**src/design/flm_pkg.sv**
```systemverilog
// ----------------------------------------------------------------------------
// flm_pkg
// Types and constants shared by the lock manager controller, datapath and top.
// ----------------------------------------------------------------------------
package flm_pkg;

  localparam int unsigned DEF_NUM_RESOURCES = 2;
  localparam int unsigned DEF_QUEUE_DEPTH   = 8;

  localparam int unsigned REQUESTER_W = 4;
  localparam int unsigned STATUS_W    = 3;

  typedef enum logic {
    CMD_UNLOCK = 1'b0,
    CMD_LOCK   = 1'b1
  } command_e;

  typedef enum logic [STATUS_W-1:0] {
    ST_GRANTED = 3'd0,
    ST_QUEUED  = 3'd1,
    ST_HANDED  = 3'd2,
    ST_FREED   = 3'd3,
    ST_DROPPED = 3'd4
  } status_e;

  typedef struct packed {
    logic                   command;
    logic [REQUESTER_W-1:0] requester;
    logic                   resource;
  } lock_req_t;

  typedef struct packed {
    logic [STATUS_W-1:0]    status;
    logic                   grant_valid;
    logic [REQUESTER_W-1:0] grant_to;
    logic                   grant_resource;
  } lock_rsp_t;

  typedef enum logic [1:0] {
    CS_IDLE = 2'd0,
    CS_EXEC = 2'd1,
    CS_LOAD = 2'd2
  } ctrl_state_e;

  typedef struct packed {
    logic capture;
    logic exec;
    logic load;
  } ctrl_cmd_t;

  typedef struct packed {
    logic out_free;
  } ctrl_sts_t;

endpackage

```
**src/design/fifo_lock_manager_top.sv**
```systemverilog
// ----------------------------------------------------------------------------
// fifo_lock_manager_top
// Lock manager with a FIFO wait queue per resource.
// ----------------------------------------------------------------------------
// Usage:
//   Input channel (in_valid_i / in_stall_o / in_data_i): one lock or unlock
//   request per transfer, naming a requester and a resource.
//   Output channel (out_valid_o / out_stall_i / out_data_o): exactly one
//   result per request, in request order: status plus the grant, if any.
//   Each request passes through capture, execute (state update and one
//   access to the waiter store) and load of the result register. The waiter
//   store's registered read port sets the execute/load split. A new request
//   is taken only after the last one is loaded into the result register.
//   The result register parts the channels: a new request is taken while a
//   finished result waits. When the receiver stalls, the next result waits
//   in the load step and input is stalled until the register frees.
//   Reset marks all resources free with empty queues; no clearing pass.
// ----------------------------------------------------------------------------
module fifo_lock_manager_top #(
  parameter int unsigned NUM_RESOURCES = flm_pkg::DEF_NUM_RESOURCES,
  parameter int unsigned QUEUE_DEPTH   = flm_pkg::DEF_QUEUE_DEPTH
) (
  input  logic               clk_i,
  input  logic               rst_ni,
  input  logic               in_valid_i,
  output logic               in_stall_o,
  input  flm_pkg::lock_req_t in_data_i,
  output logic               out_valid_o,
  input  logic               out_stall_i,
  output flm_pkg::lock_rsp_t out_data_o
);
  import flm_pkg::*;

  ctrl_cmd_t cmd;
  ctrl_sts_t sts;

  flm_ctrl u_ctrl (
    .clk_i      (clk_i),
    .rst_ni     (rst_ni),
    .in_valid_i (in_valid_i),
    .in_stall_o (in_stall_o),
    .sts_i      (sts),
    .cmd_o      (cmd)
  );

  flm_dpath #(
    .NUM_RESOURCES (NUM_RESOURCES),
    .QUEUE_DEPTH   (QUEUE_DEPTH)
  ) u_dpath (
    .clk_i       (clk_i),
    .rst_ni      (rst_ni),
    .in_data_i   (in_data_i),
    .out_data_o  (out_data_o),
    .out_valid_o (out_valid_o),
    .out_stall_i (out_stall_i),
    .cmd_i       (cmd),
    .sts_o       (sts)
  );

endmodule

```
**src/design/flm_ctrl.sv**
```systemverilog
// ----------------------------------------------------------------------------
// flm_ctrl
// Sequencer: capture one request, execute it, load its result for transfer.
// ----------------------------------------------------------------------------
module flm_ctrl (
  input  logic               clk_i,
  input  logic               rst_ni,
  input  logic               in_valid_i,
  output logic               in_stall_o,
  input  flm_pkg::ctrl_sts_t sts_i,
  output flm_pkg::ctrl_cmd_t cmd_o
);
  import flm_pkg::*;

  ctrl_state_e state_q, state_d;

  always_ff @(posedge clk_i or negedge rst_ni) begin
    if (!rst_ni) begin
      state_q <= CS_IDLE;
    end else begin
      state_q <= state_d;
    end
  end

  always_comb begin
    state_d = state_q;
    case (state_q)
      CS_IDLE: begin
        if (in_valid_i) begin
          state_d = CS_EXEC;
        end
      end
      CS_EXEC: begin
        state_d = CS_LOAD;
      end
      CS_LOAD: begin
        if (sts_i.out_free) begin
          state_d = CS_IDLE;
        end
      end
      default: begin
        state_d = CS_IDLE;
      end
    endcase
  end

  always_comb begin
    cmd_o      = '0;
    in_stall_o = 1'b1;
    case (state_q)
      CS_IDLE: begin
        in_stall_o    = 1'b0;
        cmd_o.capture = in_valid_i;
      end
      CS_EXEC: begin
        cmd_o.exec = 1'b1;
      end
      CS_LOAD: begin
        cmd_o.load = sts_i.out_free;
      end
      default: begin
        in_stall_o = 1'b1;
      end
    endcase
  end

endmodule

```
**src/design/flm_dpath.sv**
```systemverilog
// ----------------------------------------------------------------------------
// flm_dpath
// Lock state, per-resource wait rings, waiter store and result register.
// ----------------------------------------------------------------------------
module flm_dpath #(
  parameter int unsigned NUM_RESOURCES = flm_pkg::DEF_NUM_RESOURCES,
  parameter int unsigned QUEUE_DEPTH   = flm_pkg::DEF_QUEUE_DEPTH
) (
  input  logic               clk_i,
  input  logic               rst_ni,
  input  flm_pkg::lock_req_t in_data_i,
  output flm_pkg::lock_rsp_t out_data_o,
  output logic               out_valid_o,
  input  logic               out_stall_i,
  input  flm_pkg::ctrl_cmd_t cmd_i,
  output flm_pkg::ctrl_sts_t sts_o
);
  import flm_pkg::*;

  localparam int unsigned RIDX_W = (NUM_RESOURCES > 1) ? $clog2(NUM_RESOURCES) : 1;
  localparam int unsigned QW     = (QUEUE_DEPTH > 1) ? $clog2(QUEUE_DEPTH) : 1;
  localparam int unsigned CW     = $clog2(QUEUE_DEPTH + 1);
  localparam int unsigned SW     = CW + 1;
  localparam int unsigned AW     = RIDX_W + QW;
  localparam int unsigned MEM_DEPTH = 1 << AW;
  localparam logic [SW-1:0] QD_S = SW'(QUEUE_DEPTH);
  localparam logic [CW-1:0] QD_C = CW'(QUEUE_DEPTH);

  logic                   cmd_q;
  logic [REQUESTER_W-1:0] who_q;
  logic [RIDX_W-1:0]      res_q;

  logic                   held_q  [NUM_RESOURCES];
  logic [QW-1:0]          head_q  [NUM_RESOURCES];
  logic [CW-1:0]          count_q [NUM_RESOURCES];

  logic [REQUESTER_W-1:0] wait_mem [MEM_DEPTH];
  logic [REQUESTER_W-1:0] rdata_q;

  logic [STATUS_W-1:0]    pend_status_q, pend_status_d;
  logic                   pend_valid_q, pend_valid_d;
  logic                   pend_handed_q;

  logic                   out_valid_q;
  lock_rsp_t              out_q, out_d;

  logic                   held_cur;
  logic [QW-1:0]          head_cur;
  logic [CW-1:0]          count_cur;
  logic [SW-1:0]          slot_sum;
  logic [QW-1:0]          tail_slot;
  logic [SW-1:0]          head_inc;
  logic [QW-1:0]          head_nxt;
  logic                   do_grant, do_queue, do_hand, do_free;

  assign held_cur  = held_q[res_q];
  assign head_cur  = head_q[res_q];
  assign count_cur = count_q[res_q];

  always_comb begin
    slot_sum = SW'(head_cur) + SW'(count_cur);
    if (slot_sum >= QD_S) begin
      slot_sum = slot_sum - QD_S;
    end
    tail_slot = slot_sum[QW-1:0];
    head_inc  = SW'(head_cur) + SW'(1);
    head_nxt  = (head_inc == QD_S) ? '0 : head_inc[QW-1:0];
  end

  always_comb begin
    do_grant      = 1'b0;
    do_queue      = 1'b0;
    do_hand       = 1'b0;
    do_free       = 1'b0;
    pend_status_d = ST_DROPPED;
    pend_valid_d  = 1'b0;
    if (cmd_q == CMD_LOCK) begin
      if (!held_cur) begin
        do_grant      = 1'b1;
        pend_status_d = ST_GRANTED;
        pend_valid_d  = 1'b1;
      end else if (count_cur != QD_C) begin
        do_queue      = 1'b1;
        pend_status_d = ST_QUEUED;
      end
    end else begin
      if (count_cur != '0) begin
        do_hand       = 1'b1;
        pend_status_d = ST_HANDED;
        pend_valid_d  = 1'b1;
      end else begin
        do_free       = 1'b1;
        pend_status_d = ST_FREED;
      end
    end
  end

  // capture request
  always_ff @(posedge clk_i) begin
    if (cmd_i.capture) begin
      cmd_q <= in_data_i.command;
      who_q <= in_data_i.requester;
      res_q <= (NUM_RESOURCES > 1) ? RIDX_W'(in_data_i.resource) : '0;
    end
  end

  // lock state
  always_ff @(posedge clk_i or negedge rst_ni) begin
    if (!rst_ni) begin
      for (int unsigned r = 0; r < NUM_RESOURCES; r++) begin
        held_q[r]  <= 1'b0;
        head_q[r]  <= '0;
        count_q[r] <= '0;
      end
    end else if (cmd_i.exec) begin
      if (do_grant || do_hand) begin
        held_q[res_q] <= 1'b1;
      end
      if (do_free) begin
        held_q[res_q] <= 1'b0;
      end
      if (do_queue) begin
        count_q[res_q] <= count_cur + CW'(1);
      end
      if (do_hand) begin
        count_q[res_q] <= count_cur - CW'(1);
        head_q[res_q]  <= head_nxt;
      end
    end
  end

  // waiter store
  always_ff @(posedge clk_i) begin
    if (cmd_i.exec && do_queue) begin
      wait_mem[{res_q, tail_slot}] <= who_q;
    end
  end

  always_ff @(posedge clk_i) begin
    if (cmd_i.exec && do_hand) begin
      rdata_q <= wait_mem[{res_q, head_cur}];
    end
  end

  always_ff @(posedge clk_i) begin
    if (cmd_i.exec) begin
      pend_status_q <= pend_status_d;
      pend_valid_q  <= pend_valid_d;
      pend_handed_q <= do_hand;
    end
  end

  // result register
  always_comb begin
    out_d.status         = pend_status_q;
    out_d.grant_valid    = pend_valid_q;
    out_d.grant_to       = '0;
    out_d.grant_resource = 1'b0;
    if (pend_valid_q) begin
      out_d.grant_to       = pend_handed_q ? rdata_q : who_q;
      out_d.grant_resource = res_q[0];
    end
  end

  always_ff @(posedge clk_i or negedge rst_ni) begin
    if (!rst_ni) begin
      out_valid_q <= 1'b0;
    end else if (cmd_i.load) begin
      out_valid_q <= 1'b1;
    end else if (!out_stall_i) begin
      out_valid_q <= 1'b0;
    end
  end

  always_ff @(posedge clk_i) begin
    if (cmd_i.load) begin
      out_q <= out_d;
    end
  end

  assign out_valid_o    = out_valid_q;
  assign out_data_o     = out_q;
  assign sts_o.out_free = !out_valid_q || !out_stall_i;

  ap_load_free: assert property (@(posedge clk_i) disable iff (!rst_ni)
    cmd_i.load |-> (!out_valid_q || !out_stall_i))
    else $error("result loaded over a pending transfer");

  ap_hand_grants: assert property (@(posedge clk_i) disable iff (!rst_ni)
    (cmd_i.load && pend_handed_q) |-> pend_valid_q)
    else $error("handover without grant");

  ap_one_step: assert property (@(posedge clk_i) disable iff (!rst_ni)
    $countones({cmd_i.capture, cmd_i.exec, cmd_i.load}) <= 1)
    else $error("overlapping controller commands");

  for (genvar r = 0; r < NUM_RESOURCES; r++) begin : g_chk
    ap_count_bound: assert property (@(posedge clk_i) disable iff (!rst_ni)
      count_q[r] <= QD_C)
      else $error("wait queue overflow");

    ap_waiters_held: assert property (@(posedge clk_i) disable iff (!rst_ni)
      (count_q[r] != '0) |-> held_q[r])
      else $error("waiters on a free resource");
  end

endmodule
```
**config.mk**
```make
export PLATFORM = sky130hd
export DESIGN_NAME = fifo_lock_manager_top
export DESIGN_NICKNAME = d
export VERILOG_FILES = /design/src/design/flm_pkg.sv /design/src/design/fifo_lock_manager_top.sv /design/src/design/flm_ctrl.sv /design/src/design/flm_dpath.sv
export SDC_FILE = /design/constraint.sdc
export NUM_CORES = 1
export LEC_CHECK = 0
export ABC_CLOCK_PERIOD_IN_PS = 3300
export BUFFER_PORTS_ARGS = -buffer_cell sky130_fd_sc_hd__buf_4
export CAP_MARGIN = 20
export CORE_MARGIN = 2
export CORE_UTILIZATION = 35
export DETAILED_ROUTE_END_ITERATION = 8
export PLACE_DENSITY = 0.57
export SKIP_CTS_REPAIR_TIMING = 1
export SLEW_MARGIN = 20
export SYNTH_ARGS = -nofsm -noshare
export SYNTH_HDL_FRONTEND = slang
export SYNTH_SLANG_ARGS = --single-unit
export TNS_END_PERCENT = 5
```
**constraint.sdc**
```tcl
create_clock -name clk_i -period 3.3 [get_ports clk_i]
set_clock_uncertainty 0.2 [all_clocks]
set_input_delay 0.165 -clock clk_i [delete_from_list [all_inputs] [get_ports clk_i]]
set_output_delay 0.165 -clock clk_i [all_outputs]
set_load 0.005 [all_outputs]
```
**After elaboration in Yosys (flattened, before gate mapping)**

Memories as Yosys holds them, arrays and structs flattened. A register that Yosys moved wholly into a read port is not among the register bits.
Cells that the tools add are included.
Widths: inputs -> output; s select.

- Flip-flop bits (word level): 39
- Bits in writable memories: 64
- Output and inout port bits: 11
- Word-level logic and storage cells: 101
- Memories kept: 1

- $add $sub $neg: 5
- $lt $le $gt $ge: 3
- Eq/ne operators: 7
- Muxes and demuxes: 52
- Bitwise gates (word level): 4
- Reductions and logical operators: 11

Memory list:

| name | depth | width | read ports | clocked after Yosys merged registers in | wr ports | line | text |
|---|---|---|---|---|---|---|---|
| u_dpath.wait_mem | 16 | 4 | 1 | 1 | 1 | flm_dpath.sv:37 | `logic [REQUESTER_W-1:0] wait_mem [MEM_DEPTH];` |

Operators with widths:

| operator | number |
|---|---|
| $mux 3 | 9 |
| $mux 8 | 3 |
| $mux 1 | 23 |
| $mux 4 | 5 |
| $bwmux 8 | 2 |
| $mux 2 | 5 |
| $bwmux 6 | 1 |
| $pmux 2 s3 | 1 |
| $add 3x4->5 | 1 |
| $eq 5x4->1 const B | 1 |
| $ge 5x4->1 const B | 1 |
| $add 3x1->4 const B | 1 |
| $add 4x1->4 const B | 1 |
| $demux 4 s1 | 1 |
| $ne 2x1->1 const B | 2 |
| $ne 4x4->1 const B | 1 |
| $reduce_and 2->1 | 2 |
| $reduce_bool 4->1 | 1 |
| $sub 4x1->4 const B | 1 |
| $demux 3 s1 | 1 |
| $logic_and 1x1->1 | 3 |
| $sub 3x1->3 const B | 1 |
| $and 2x2->2 | 1 |
| $eq 2x1->1 const B | 1 |
| other kinds (11) | 13 |

**Logic depth before layout (Yosys ltp)**

Gate-level depths: netlist of the first run.

- Depth in word-level cells: 12
- Gate-level depth with buffers: 10
- Gate-level depth less buffers: 9

**Hierarchy**

From an unflattened synthesis of the first run, not the netlist that was laid out.

- Cells, all modules: 344
- Area total of the unflattened synthesis: 4768.3 sq um

Modules (own cells, without submodules):

| module | instances | cells each | area each (sq um) |
|---|---|---|---|
| flm_dpath | 1 | 333 | 4662.0 |
| flm_ctrl | 1 | 11 | 106.4 |

**Least setup slack after synthesis of the first run**

Ideal clock, no wire load.

- Path kind: flip-flop to flip-flop
- From: reg u_dpath.res_q
- To: mem u_dpath.wait_mem[14][0], enable pin
- Library setup time: 0.329 ns
- Data arrival time: 2.595 ns
- Data required time: 2.771 ns
- Path slack: 0.176 ns
- Stages on the path, launching flop included: 9
- Buffers on the path: 1
- Clock period less this slack: 3.124 ns
- Path through: edfxtp_1 -> buf_6 -> mux2i_1 -> inv_1 -> ha_1 -> inv_1 -> fa_1 -> or4b_4 -> nor2_1

- Cells in the longest elaborated chain, start to end: 11
- Elaborated cells between the ends (all ways): 21
- Classes of those cells: add/sub: 2; order compare: 1; eq/ne: 1; mux: 15; bitwise: 1; reduce/logical: 1

RTL lines:

| element | line | text |
|---|---|---|
| from (decl) | flm_dpath.sv:31 | `logic [RIDX_W-1:0] res_q;` |
| from (signal assigned) | flm_dpath.sv:103 | `res_q <= (NUM_RESOURCES > 1) ? RIDX_W'(in_data_i.resource) : '0;` |
| branches (longest 11 deep; another with $add 3x4->5) | - |  |
| to (decl) | flm_dpath.sv:37 |  |

Several ways; the timed one is not identified. The select of a mux whose other input is x is not followed.

**Worst setup path after layout of the first run**

- From: reg u_dpath.res_q
- To: mem u_dpath.wait_mem[2][3], enable pin

The elaborated chain is that of the path after synthesis.

==> results of run 1 <==
## placed cells by master, fill, tap and decap left out, types with 9 or more instances in the layout
cell type,count
nor2_1,27
buf_4,27
a221oi_1,9
o21ai_0,10
clkbuf_16,9
mux2i_1,17
edfxtp_1,88
dlygate4sd3_1,9
nand2_1,15
dfrtp_1,19
## sequential cells by signal, indices dropped and copies added, names as in the netlist, named ones only
signal                 count
u_ctrl.state_q             2
u_dpath.out_data_o         9
u_dpath.cmd_q              1
u_dpath.rdata_q            4
u_dpath.head_q             6
u_dpath.pend_status_q      3
u_dpath.who_q              4
u_dpath.res_q              1
u_dpath.count_q            6
u_dpath.wait_mem          64
u_dpath.pend_handed_q      1
u_dpath.pend_valid_q       1
u_dpath.out_valid_o        1
## worst paths after layout
path,start,end,slack (ps),cells past startpoint
hold reg to reg,u_dpath.pend_status_q[1],u_dpath.out_data_o[7],220,0
min in group clk_i,u_dpath.pend_status_q[1],u_dpath.out_data_o[7],220,0
hold / removal,rst_ni,asynchronous set/reset pin,30,2
setup / recovery,u_dpath.res_q,u_dpath.wait_mem[2][3],220,7
max in group asynchronous,rst_ni,u_dpath.count_q[6],2660,2
setup reg to reg,u_dpath.res_q,u_dpath.wait_mem[2][3],220,7
## cell type report
| type | count | area, um2 |
|---|---|---|
| Clock buffer | 10 | 229 |
| Clock inverter | 6 | 41.3 |
| Fill cell | 1189 | 7390 |
| Inverter | 10 | 37.5 |
| Multi-Input combinational cell | 184 | 1400 |
| Sequential cell | 107 | 3120 |
| Tap cell | 172 | 215 |
| Timing Repair Buffer | 36 | 293 |
## cells by family (layout without fill, tap and decap cells)
kind of cell / after synthesis / after routing / synth area share (%)
flip-flops: 107 / 107 / 67.6
AND/OR/NAND/NOR: 84 / 84 / 10.5
AO/OA/AOI/OAI: 56 / 56 / 8.54
multiplexers: 26 / 26 / 7.27
buffers and inverters: 22 / 62 / 2.14
XOR/XNOR: 13 / 13 / 2.47
adder cells (fa/ha/maj): 5 / 5 / 1.52
## Yosys cell counts, types with 2 or more instances
master      n
o22a_1      3
nand2b_1    3
xnor2_1     7
o22ai_1     6
nand2_1    15
a221oi_1    9
buf_2       4
ha_1        4
nor2_1     27
nand3b_1    2
a22oi_1     8
dfrtp_1    19
mux2i_1    17
clkbuf_1    6
mux2_2      4
or2_2       4
inv_1       8
o211ai_1    2
nand4_1     3
edfxtp_1   88
a21oi_1     7
mux4_1      2
a211o_1     3
a31oi_1     2
xor2_1      6
a2bb2oi_1   2
o21ai_0    10
mux4_2      2
nor2b_1     7
nor3_1      4
nand3_1     5
nand4b_1    2
## worst max-delay path: stages (launching register included)
cell and delay [ps]:
edfxtp_1 510, mux2i_1 330, inv_1 110, ha_1 180, inv_1 60, fa_1 450
or4b_4 580, nor2_1 330
## per-layer routing
metal | vias to the layer above | share of wire (%) | track usage [%]
li1 | 1269 | - | -
met1 | 1303 | 49 | 20.7
met2 | 57 | 46 | 20.7
met3 | 6 | 4.2 | 3.19
met4 | 0 | 1.1 | 4.24
met5 | - | 0 | 0
## power by group
part	internal (mW)	leakage (nW)	switching, mW	total [mW]
sequential	1.71	1.02	0.220	1.93
clock	0.512	0.128	0.449	0.961
combinational	0.596	0.762	0.729	1.32
## stage by stage
step	utilization (%)	cells	total power, mW	hold WS, ps
CTS	41.2	516	4.25	-509
finish	41.9	525	4.21	31.4
global route	41.9	525	4.46	68.2
global placement	39.1	500	3.25	-144
floorplan	-	313	2.85	-331
detailed placement	39.1	500	3.28	-138
==> flow_metrics.py, run 1 <==
metrics = {
    "clocking": {
        "cts_buffers": 9,
        "htreeDepth": 3,
        "clock_sinks": 107,
        "clkTransAtPathRegs_ps": 70,
        "cts_root_buf": "clkbuf_16",
        "clockBufferDepth": 2,
        "cts_tree": "yes",
        "clk_latency_ps": 340,
    },
    "sta": {
        "setup_viol": 0,
        "final.period_utilization_pct": 93.4,
        "setup_slack_ps": 216,
        "min_period_ps": 3080,
        "fmax_mhz": 324,
        "maxSlewHeadroom_pct": 45.4,
        "tns_ps": 0,
        "slew_violations": 0,
        "tightest_slew_ps": 812,
        "hold_violations": 0,
        "rsz0062_at_grt": "no",
    },
    "cells_and_area": {
        "drive_gt1_share_pct": 16.4,
        "syn2layout_area_growth_pct": 15.5,
        "final_area_um2": 5330,
        "nNetsFinal": 363,
        "diodes": 0,
    },
    "worst_setup_path": {
        "crit_type": "reg2reg",
        "crit_arrival_ps": 2890,
        "startpoint_type": "register",
        "end_kind": "register",
        "required_ps": 3110,
        "path_max_fanout": 6,
    },
    "floorplan": {
        "fp.dieW_um": 119,
        "io_pins": 21,
        "coreArea_um2": 12700,
        "start_util_pct": 36.3,
        "die_h_um": 119,
        "dieArea_um2": 14100,
        "rows": 41,
    },
    "global_route": {
        "grt_util_all_layers_pct": 14.1,
        "grt_antenna_before_repair": 0,
        "grt_pass1_vias": 2646,
        "grt_pass1_wl_um": 14800,
        "grt_max_degree": 25,
        "gr-total-overflow": 0,
    },
    "route": {
        "drtIter0Drc": 180,
        "first_pass_iters": 4,
        "avgViaCountPerCell": 5.02,
        "vias": 2635,
        "routedWlPerCell_um": 17.6,
        "antenna_left": 0,
        "drc": 0,
        "wirelength_um": 9240,
    },
    "worst_hold_path": {
        "hp-class": "in2async",
    },
    "synthesis": {
        "synthCells": 313,
        "yosys.area.top_type_share_pct": 57.3,
        "synth_edf_count": 88,
        "synth_area_per_cell_um2": 14.7,
        "synthTopCellsByArea": "edfxtp_1, dfrtp_1, mux2i_1",
        "ys_seq_area_share_pct": 67.6,
        "synth_cell_types": 54,
        "synth.yosys.warnings": 0,
        "postSynthNetCount": 328,
        "synth-seq-cells": 107,
        "async_flop_share_pct": 17.8,
        "synth_area_leader_cell": "edfxtp_1",
        "synth_ff_type": "edfxtp_1",
        "netlist_area_um2": 4610,
    },
    "outcome": {
        "status": "completed",
    },
    "power": {
        "max-vdd-ir-drop_uv": 513,
        "cellLeakagePower_nw": 1.91,
        "power_density_nw_per_um2": 790,
    },
    "placement": {
        "place_congestion": 0.783,
        "io_buffers": 20,
        "placed_area_um2": 4970,
        "hpwl_um": 6510,
        "pre_cts_slack_ps": 246,
    },
    "job": {
        "maxCapViolCount": 0,
    },
}
(Power assumes the default switching activity.)
==> run 2, diff against run 1 <==
ABC_AREA = 1   (was unset)
REMOVE_ABC_BUFFERS = 1   (was unset)
==> run 2 against run 1 <==
Net effect: via count up 26%; wire length increased by 8.2%; synthesized cell count up 53%; sequential power fell by 5%; global-route usage increased by 0.12 points; clock power rose by 8%; synthesized area is 8.6% higher; sequential share of layout area decreased by 3.7 points; first-iteration DRC count up 16%; flip-flop and latch count unchanged; total power grew 1.9%; setup slack improved by 140 ps; critical path type unchanged.
==> flow_metrics.py, run 2 <==
metrics = {
    "outcome": {
        "status": "completed",
    },
    "cells_and_area": {
        "largest_register_ffs": 64,
        "post-route-util_pct": 40.8,
        "diodes": 0,
        "final_common_cell": "nand2_1",
        "regArea_um2": 3120,
        "fillerInstances": 1323,
        "nNetsFinal": 523,
        "syn2layout_area_growth_pct": 13.6,
        "regMostFlops": "u_dpath.wait_mem",
        "layout.cells.non_filler": 693,
        "mostFrequentLayoutCells": "nand2_1, edfxtp_1, inv_1",
        "drive_gt1_share_pct": 12.7,
        "multiInputGateArea_um2": 1510,
    },
    "floorplan": {
        "start_util_pct": 35.9,
        "rows": 43,
        "coreArea_um2": 13900,
        "dieArea_um2": 15300,
        "io_pins": 21,
        "die_h_um": 124,
        "fp.dieW_um": 124,
    },
    "clocking": {
        "clockBufferDepth": 2,
        "htreeDepth": 3,
        "cts_tree": "yes",
        "cts_root_buf": "clkbuf_16",
        "clkTransAtPathRegs_ps": 70,
        "cts_buffers": 9,
        "clock_sinks": 107,
        "clk_latency_ps": 350,
    },
    "synthesis": {
        "synth_cell_types": 32,
        "synth_mux_area_share_pct": 0,
        "synth_ff_type": "edfxtp_1",
        "synth_top_family_by_area": "simple AND/OR/NAND/NOR gates",
        "synthSimpleGateAreaFrac_pct": 20.4,
        "synth-compound-area-share_pct": 7.87,
        "synth.yosys.warnings": 0,
        "synth-xor-area-share_pct": 0.525,
        "synthCells": 478,
        "synth.most_common_cell": "nand2_1",
        "ys_seq_area_share_pct": 62.3,
        "synth_edf_count": 88,
        "yosys.area.top_type_share_pct": 52.8,
        "async_flop_share_pct": 17.8,
        "synthTopCellsByArea": "edfxtp_1, dfrtp_1, nand2_1",
        "synthTopCellsByCount": "nand2_1, edfxtp_1, inv_1, nand3_1, nor2_1",
        "netlist_area_um2": 5010,
        "synthAdderAreaFrac_pct": 1.40,
        "synth_area_per_cell_um2": 10.5,
        "synth_area_leader_cell": "edfxtp_1",
        "synth-seq-cells": 107,
    },
    "route": {
        "antenna_left": 0,
        "routed.top_layer": "met4",
        "drtIter0Drc": 208,
        "avgViaCountPerCell": 4.78,
        "vias": 3311,
        "first_pass_iters": 4,
        "wl_met1_um": 4790,
        "met3_length_um": 394,
        "routed-wl-met2_um": 4610,
        "routedWlPerCell_um": 14.4,
        "drc": 0,
        "wirelength_um": 10000,
    },
    "worst_setup_path": {
        "crit_type": "reg2reg",
        "worst_path_largest_cell_delay_ps": 490,
        "crit_arrival_ps": 2750,
        "end_kind": "register",
        "startpoint_type": "register",
        "reg2reg_to": "u_dpath.wait_mem[14][2]",
        "path_cells": "inv_2 > nand2_1 > nand2_1 > ha_1 > inv_1 > fa_1 > xnor2_1 > or2_1 > nand2_1 > nand2_1 > nor2_1",
        "path_max_fanout": 9,
        "reg2reg_depth": 11,
        "startpoint": "u_dpath.res_q",
        "cp_top_family": "simple AND/OR/NAND/NOR gates",
        "cpMostUsedCell": "nand2_1",
        "r2r_start": "u_dpath.res_q",
        "r2r_slack_ps": 360,
        "crit_end": "u_dpath.wait_mem[14][2]",
        "critical_path_buf_inv_count": 2,
        "cp.depth": 11,
        "required_ps": 3120,
        "slowest_stage": "edfxtp_1",
    },
    "sta": {
        "min_period_ps": 2940,
        "slew_violations": 0,
        "maxSlewHeadroom_pct": 32.7,
        "hold_violations": 0,
        "setup_slack_ps": 361,
        "rsz0062_at_grt": "no",
        "fmax_mhz": 340,
        "final.period_utilization_pct": 89.1,
        "setup_viol": 0,
        "tightest_slew_ps": 1010,
    },
    "global_route": {
        "gr-total-overflow": 0,
        "grt_antenna_before_repair": 0,
        "grt_pass1_vias": 3166,
        "grt_util_all_layers_pct": 14.2,
        "grt_max_degree": 68,
        "grt_pass1_wl_um": 15900,
    },
    "placement": {
        "io_buffers": 20,
        "place_congestion": 0.809,
        "hpwl_um": 6970,
        "pre_cts_slack_ps": 358,
        "place_inst": 668,
    },
    "power": {
        "max-vdd-ir-drop_uv": 299,
        "total_power_mw": 4.29,
        "cellLeakagePower_nw": 2.31,
        "power_density_nw_per_um2": 754,
    },
    "job": {
        "maxCapViolCount": 0,
    },
    "worst_hold_path": {
        "hp-class": "in2async",
    },
}
-- run 2: cell count changes after synthesis, moves of 6 or more --
cell	before	now
a221oi_1	9	0
a22oi_1	8	0
buf_6	1	8
inv_1	8	61
mux2i_1	17	0
nand2_1	15	111
nand3_1	5	43
nor2_1	27	42
nor2b_1	7	0
o211ai_1	2	24
o21ai_1	0	7
o22ai_1	6	0
-- run 2: kinds of logic (layout without fill, tap and decap cells) --
logic type | count (synthesis) | count (layout)
and+or+nand+nor | 220 | 220
xor gates and xnor gates | 3 | 3
DFF | 107 | 107
AOI/OAI and AO/OA | 61 | 61
buffers and inverters | 82 | 117
adders and majority gates | 5 | 5
-- run 2: final cells by class --
type                       count  area share [%]
clock buffer                  12            4.16
timing repair buffer          35            5.24
multi-input combinational    289            26.6
tap                          180            3.96
inverter                      66            4.36
sequential                   107            54.8
clock inverter                 4           0.858
-- run 2: worst min-delay path by stage --
stage	cells past startpoint	startpoint	to	slack, ps
floorplan	0	rst_ni	asynchronous set/reset pin	-330
global placement	1	rst_ni	u_dpath.count_q[1]	-140
detailed placement	1	rst_ni	asynchronous set/reset pin	-130
CTS	1	rst_ni	u_dpath.count_q[6]	-510
global route	2	rst_ni	asynchronous set/reset pin	60
finish	2	rst_ni	u_dpath.count_q[6]	30
-- run 2: per-layer routing --
layer | vias to the layer above | track usage [%]
li1 | 1670 | -
met2 | 70 | 22.2
met1 | 1557 | 19.0
met4 | 0 | 6.75
met3 | 14 | 2.70
met5 | - | 0
-- run 2: worst reg2reg max path, delay by kind of cell (launching register included) --
kind,cells,cell delay (ps)
buffers and inverters,2,240
adders and majority gates,2,530
DFF,1,490
and+or+nand+nor,6,980
xor gates and xnor gates,1,150
-- run 2: power breakdown --
part | total [mW] | internal (mW) | switching (mW)
clock | 1.04 | 0.589 | 0.453
combinational | 1.42 | 0.474 | 0.947
sequential | 1.83 | 1.69 | 0.139
total | 4.29 | 2.75 | 1.54
-- run 2: through the flow --
step           TNS, ps  hold WS (ps)  cell area, um2
2_1_floorplan   -28760          -331            4880
4_1_cts              0          -513            5600
6_report             0          27.4            5690
3_3_place_gp         0          -138            5310
5_1_grt              0          57.1            5690
3_5_place_dp         0          -135            5310
==> run 3, diff against run 2 <==
CORE_UTILIZATION = 55   (was 35)
PLACE_DENSITY = 0.8   (was 0.57)
==> run 3 against run 2 <==
Net effect: the run now ends with negative hold slack left; non-clock buffer count stayed put; die area is 35% lower; first-iteration DRC count is 56% higher; critical path type unchanged.
==> flow_metrics.py, run 3 (same netlist as run 2, synthesis figures left out) <==
metrics = {
    "clocking": {
        "cts_tree": "yes",
        "cts_root_buf": "clkbuf_8",
        "htreeDepth": 3,
        "clk_latency_ps": 370,
        "clkTransAtPathRegs_ps": 100,
        "clockBufferDepth": 2,
        "clock_sinks": 107,
        "cts_buffers": 9,
    },
    "worst_setup_path": {
        "r2r_start": "u_dpath.res_q",
        "crit_arrival_ps": 2730,
        "end_kind": "register",
        "startpoint_type": "register",
        "required_ps": 3150,
        "crit_type": "reg2reg",
        "r2r_slack_ps": 420,
        "worst_path_largest_cell_delay_ps": 490,
        "path_max_fanout": 11,
        "slowest_stage": "edfxtp_1",
        "cpMostUsedCell": "nand2_1",
        "path_cells": "inv_2 > nand2_1 > nand2_1 > ha_1 > inv_1 > fa_1 > xnor2_1 > or2_1 > nand2_1 > nand2_1 > nor2_1",
        "critical_path_buf_inv_count": 2,
        "startpoint": "u_dpath.res_q",
        "reg2reg_to": "u_dpath.wait_mem[4][3]",
        "reg2reg_depth": 11,
        "cp_top_family": "simple AND/OR/NAND/NOR gates",
    },
    "sta": {
        "tns_ps": 0,
        "setup_viol": 0,
        "final.period_utilization_pct": 87.3,
        "min_period_ps": 2880,
        "fmax_mhz": 347,
        "rsz0062_at_grt": "no",
        "tightest_slew_ps": 975,
        "maxSlewHeadroom_pct": 35.0,
        "slew_violations": 0,
        "hold_violations": 4,
        "hold-worst-slack_ps": -1.85,
    },
    "global_route": {
        "grt_pass1_wl_um": 15300,
        "met1_usage_pct": 26.9,
        "gr-total-overflow": 0,
        "grtUsageMet3_pct": 3.94,
        "top_usage_layer": "met2",
        "grt_max_degree": 68,
        "grt_antenna_before_repair": 0,
        "use_met2_pct": 32.1,
        "grt_util_all_layers_pct": 20.1,
        "grt_pass1_vias": 3339,
    },
    "floorplan": {
        "dieArea_um2": 9890,
        "io_pins": 21,
        "rows": 34,
        "start_util_pct": 57.2,
        "coreArea_um2": 8760,
        "fp.dieW_um": 99.4,
        "die_h_um": 99.4,
    },
    "cells_and_area": {
        "final_area_um2": 5480,
        "largest_register_ffs": 64,
        "syn2layout_area_growth_pct": 9.49,
        "post-route-util_pct": 62.6,
        "mostFrequentLayoutCells": "nand2_1, edfxtp_1, inv_1",
        "fillerInstances": 718,
        "nNetsFinal": 523,
        "regMostFlops": "u_dpath.wait_mem",
        "drive_gt1_share_pct": 13.1,
        "final_common_cell": "nand2_1",
        "diodes": 0,
    },
    "placement": {
        "place_congestion": 0.974,
        "placed_area_um2": 5210,
        "io_buffers": 20,
        "hpwl_um": 6430,
    },
    "outcome": {
        "violations": "negative hold slack",
        "status": "finished with violations",
    },
    "power": {
        "p_switching_mw": 1.50,
        "seq_power_share_pct": 46.0,
        "p_clk_share_pct": 18.6,
        "max-vdd-ir-drop_uv": 320,
        "power_density_nw_per_um2": 722,
        "combPwrFrac_pct": 35.4,
        "p_int_mw": 2.46,
        "swShare_pct": 37.8,
        "total_power_mw": 3.96,
        "cellLeakagePower_nw": 2.25,
    },
    "route": {
        "drtIter0Drc": 324,
        "routedWlPerCell_um": 14.9,
        "wirelength_um": 9240,
        "vias": 3366,
        "antenna_left": 0,
        "first_pass_iters": 5,
        "avgViaCountPerCell": 5.42,
        "drc": 0,
    },
    "job": {
        "maxCapViolCount": 0,
    },
    "worst_hold_path": {
        "hp-class": "in2async",
    },
}
## run 3: power groups by stage
stage	clock [mW]	combinational, mW	sequential [mW]
after floorplan	0	1.01	1.82
after global placement	0	1.34	1.84
after detailed placement	0	1.38	1.85
after CTS	0.754	1.38	1.82
after global routing	0.801	1.58	1.85
final	0.736	1.40	1.82
## run 3: worst max path at each step
stage                                    to  slack (ps)  cells past startpoint
floorplan           u_dpath.wait_mem[12][0]        -500                     11
global placement     u_dpath.wait_mem[6][0]         520                     11
detailed placement   u_dpath.wait_mem[4][3]         430                     11
CTS                  u_dpath.wait_mem[4][3]         410                     11
global route        u_dpath.wait_mem[15][2]         180                     11
finish               u_dpath.wait_mem[4][3]         420                     11
## run 3: final cells by class
| type | instances | area (um2) | share of cell area (%) |
|---|---|---|---|
| flip-flops and latches | 107 | 3120 | 56.9 |
| multi-input cells | 289 | 1510 | 27.6 |
| repair buffers | 35 | 285 | 5.20 |
| inverters | 66 | 248 | 4.52 |
| clock buffers | 11 | 141 | 2.58 |
| well taps | 108 | 135 | 2.46 |
| clock inverters | 5 | 42.5 | 0.776 |
## run 3: per-stage QoR
stage                     setup slack, ps  instances
after detailed placement              433        596
after global routing                  183        621
after floorplan                      -502        462
after CTS                             413        612
after global placement                520        596
final                                 418        621
## run 3: routing by layer
layer / up-vias / share of wire, %
met4: 0 / 2.4
li1: 1666 / -
met1: 1575 / 44
met5: - / 0
met2: 104 / 48
met3: 21 / 5.7
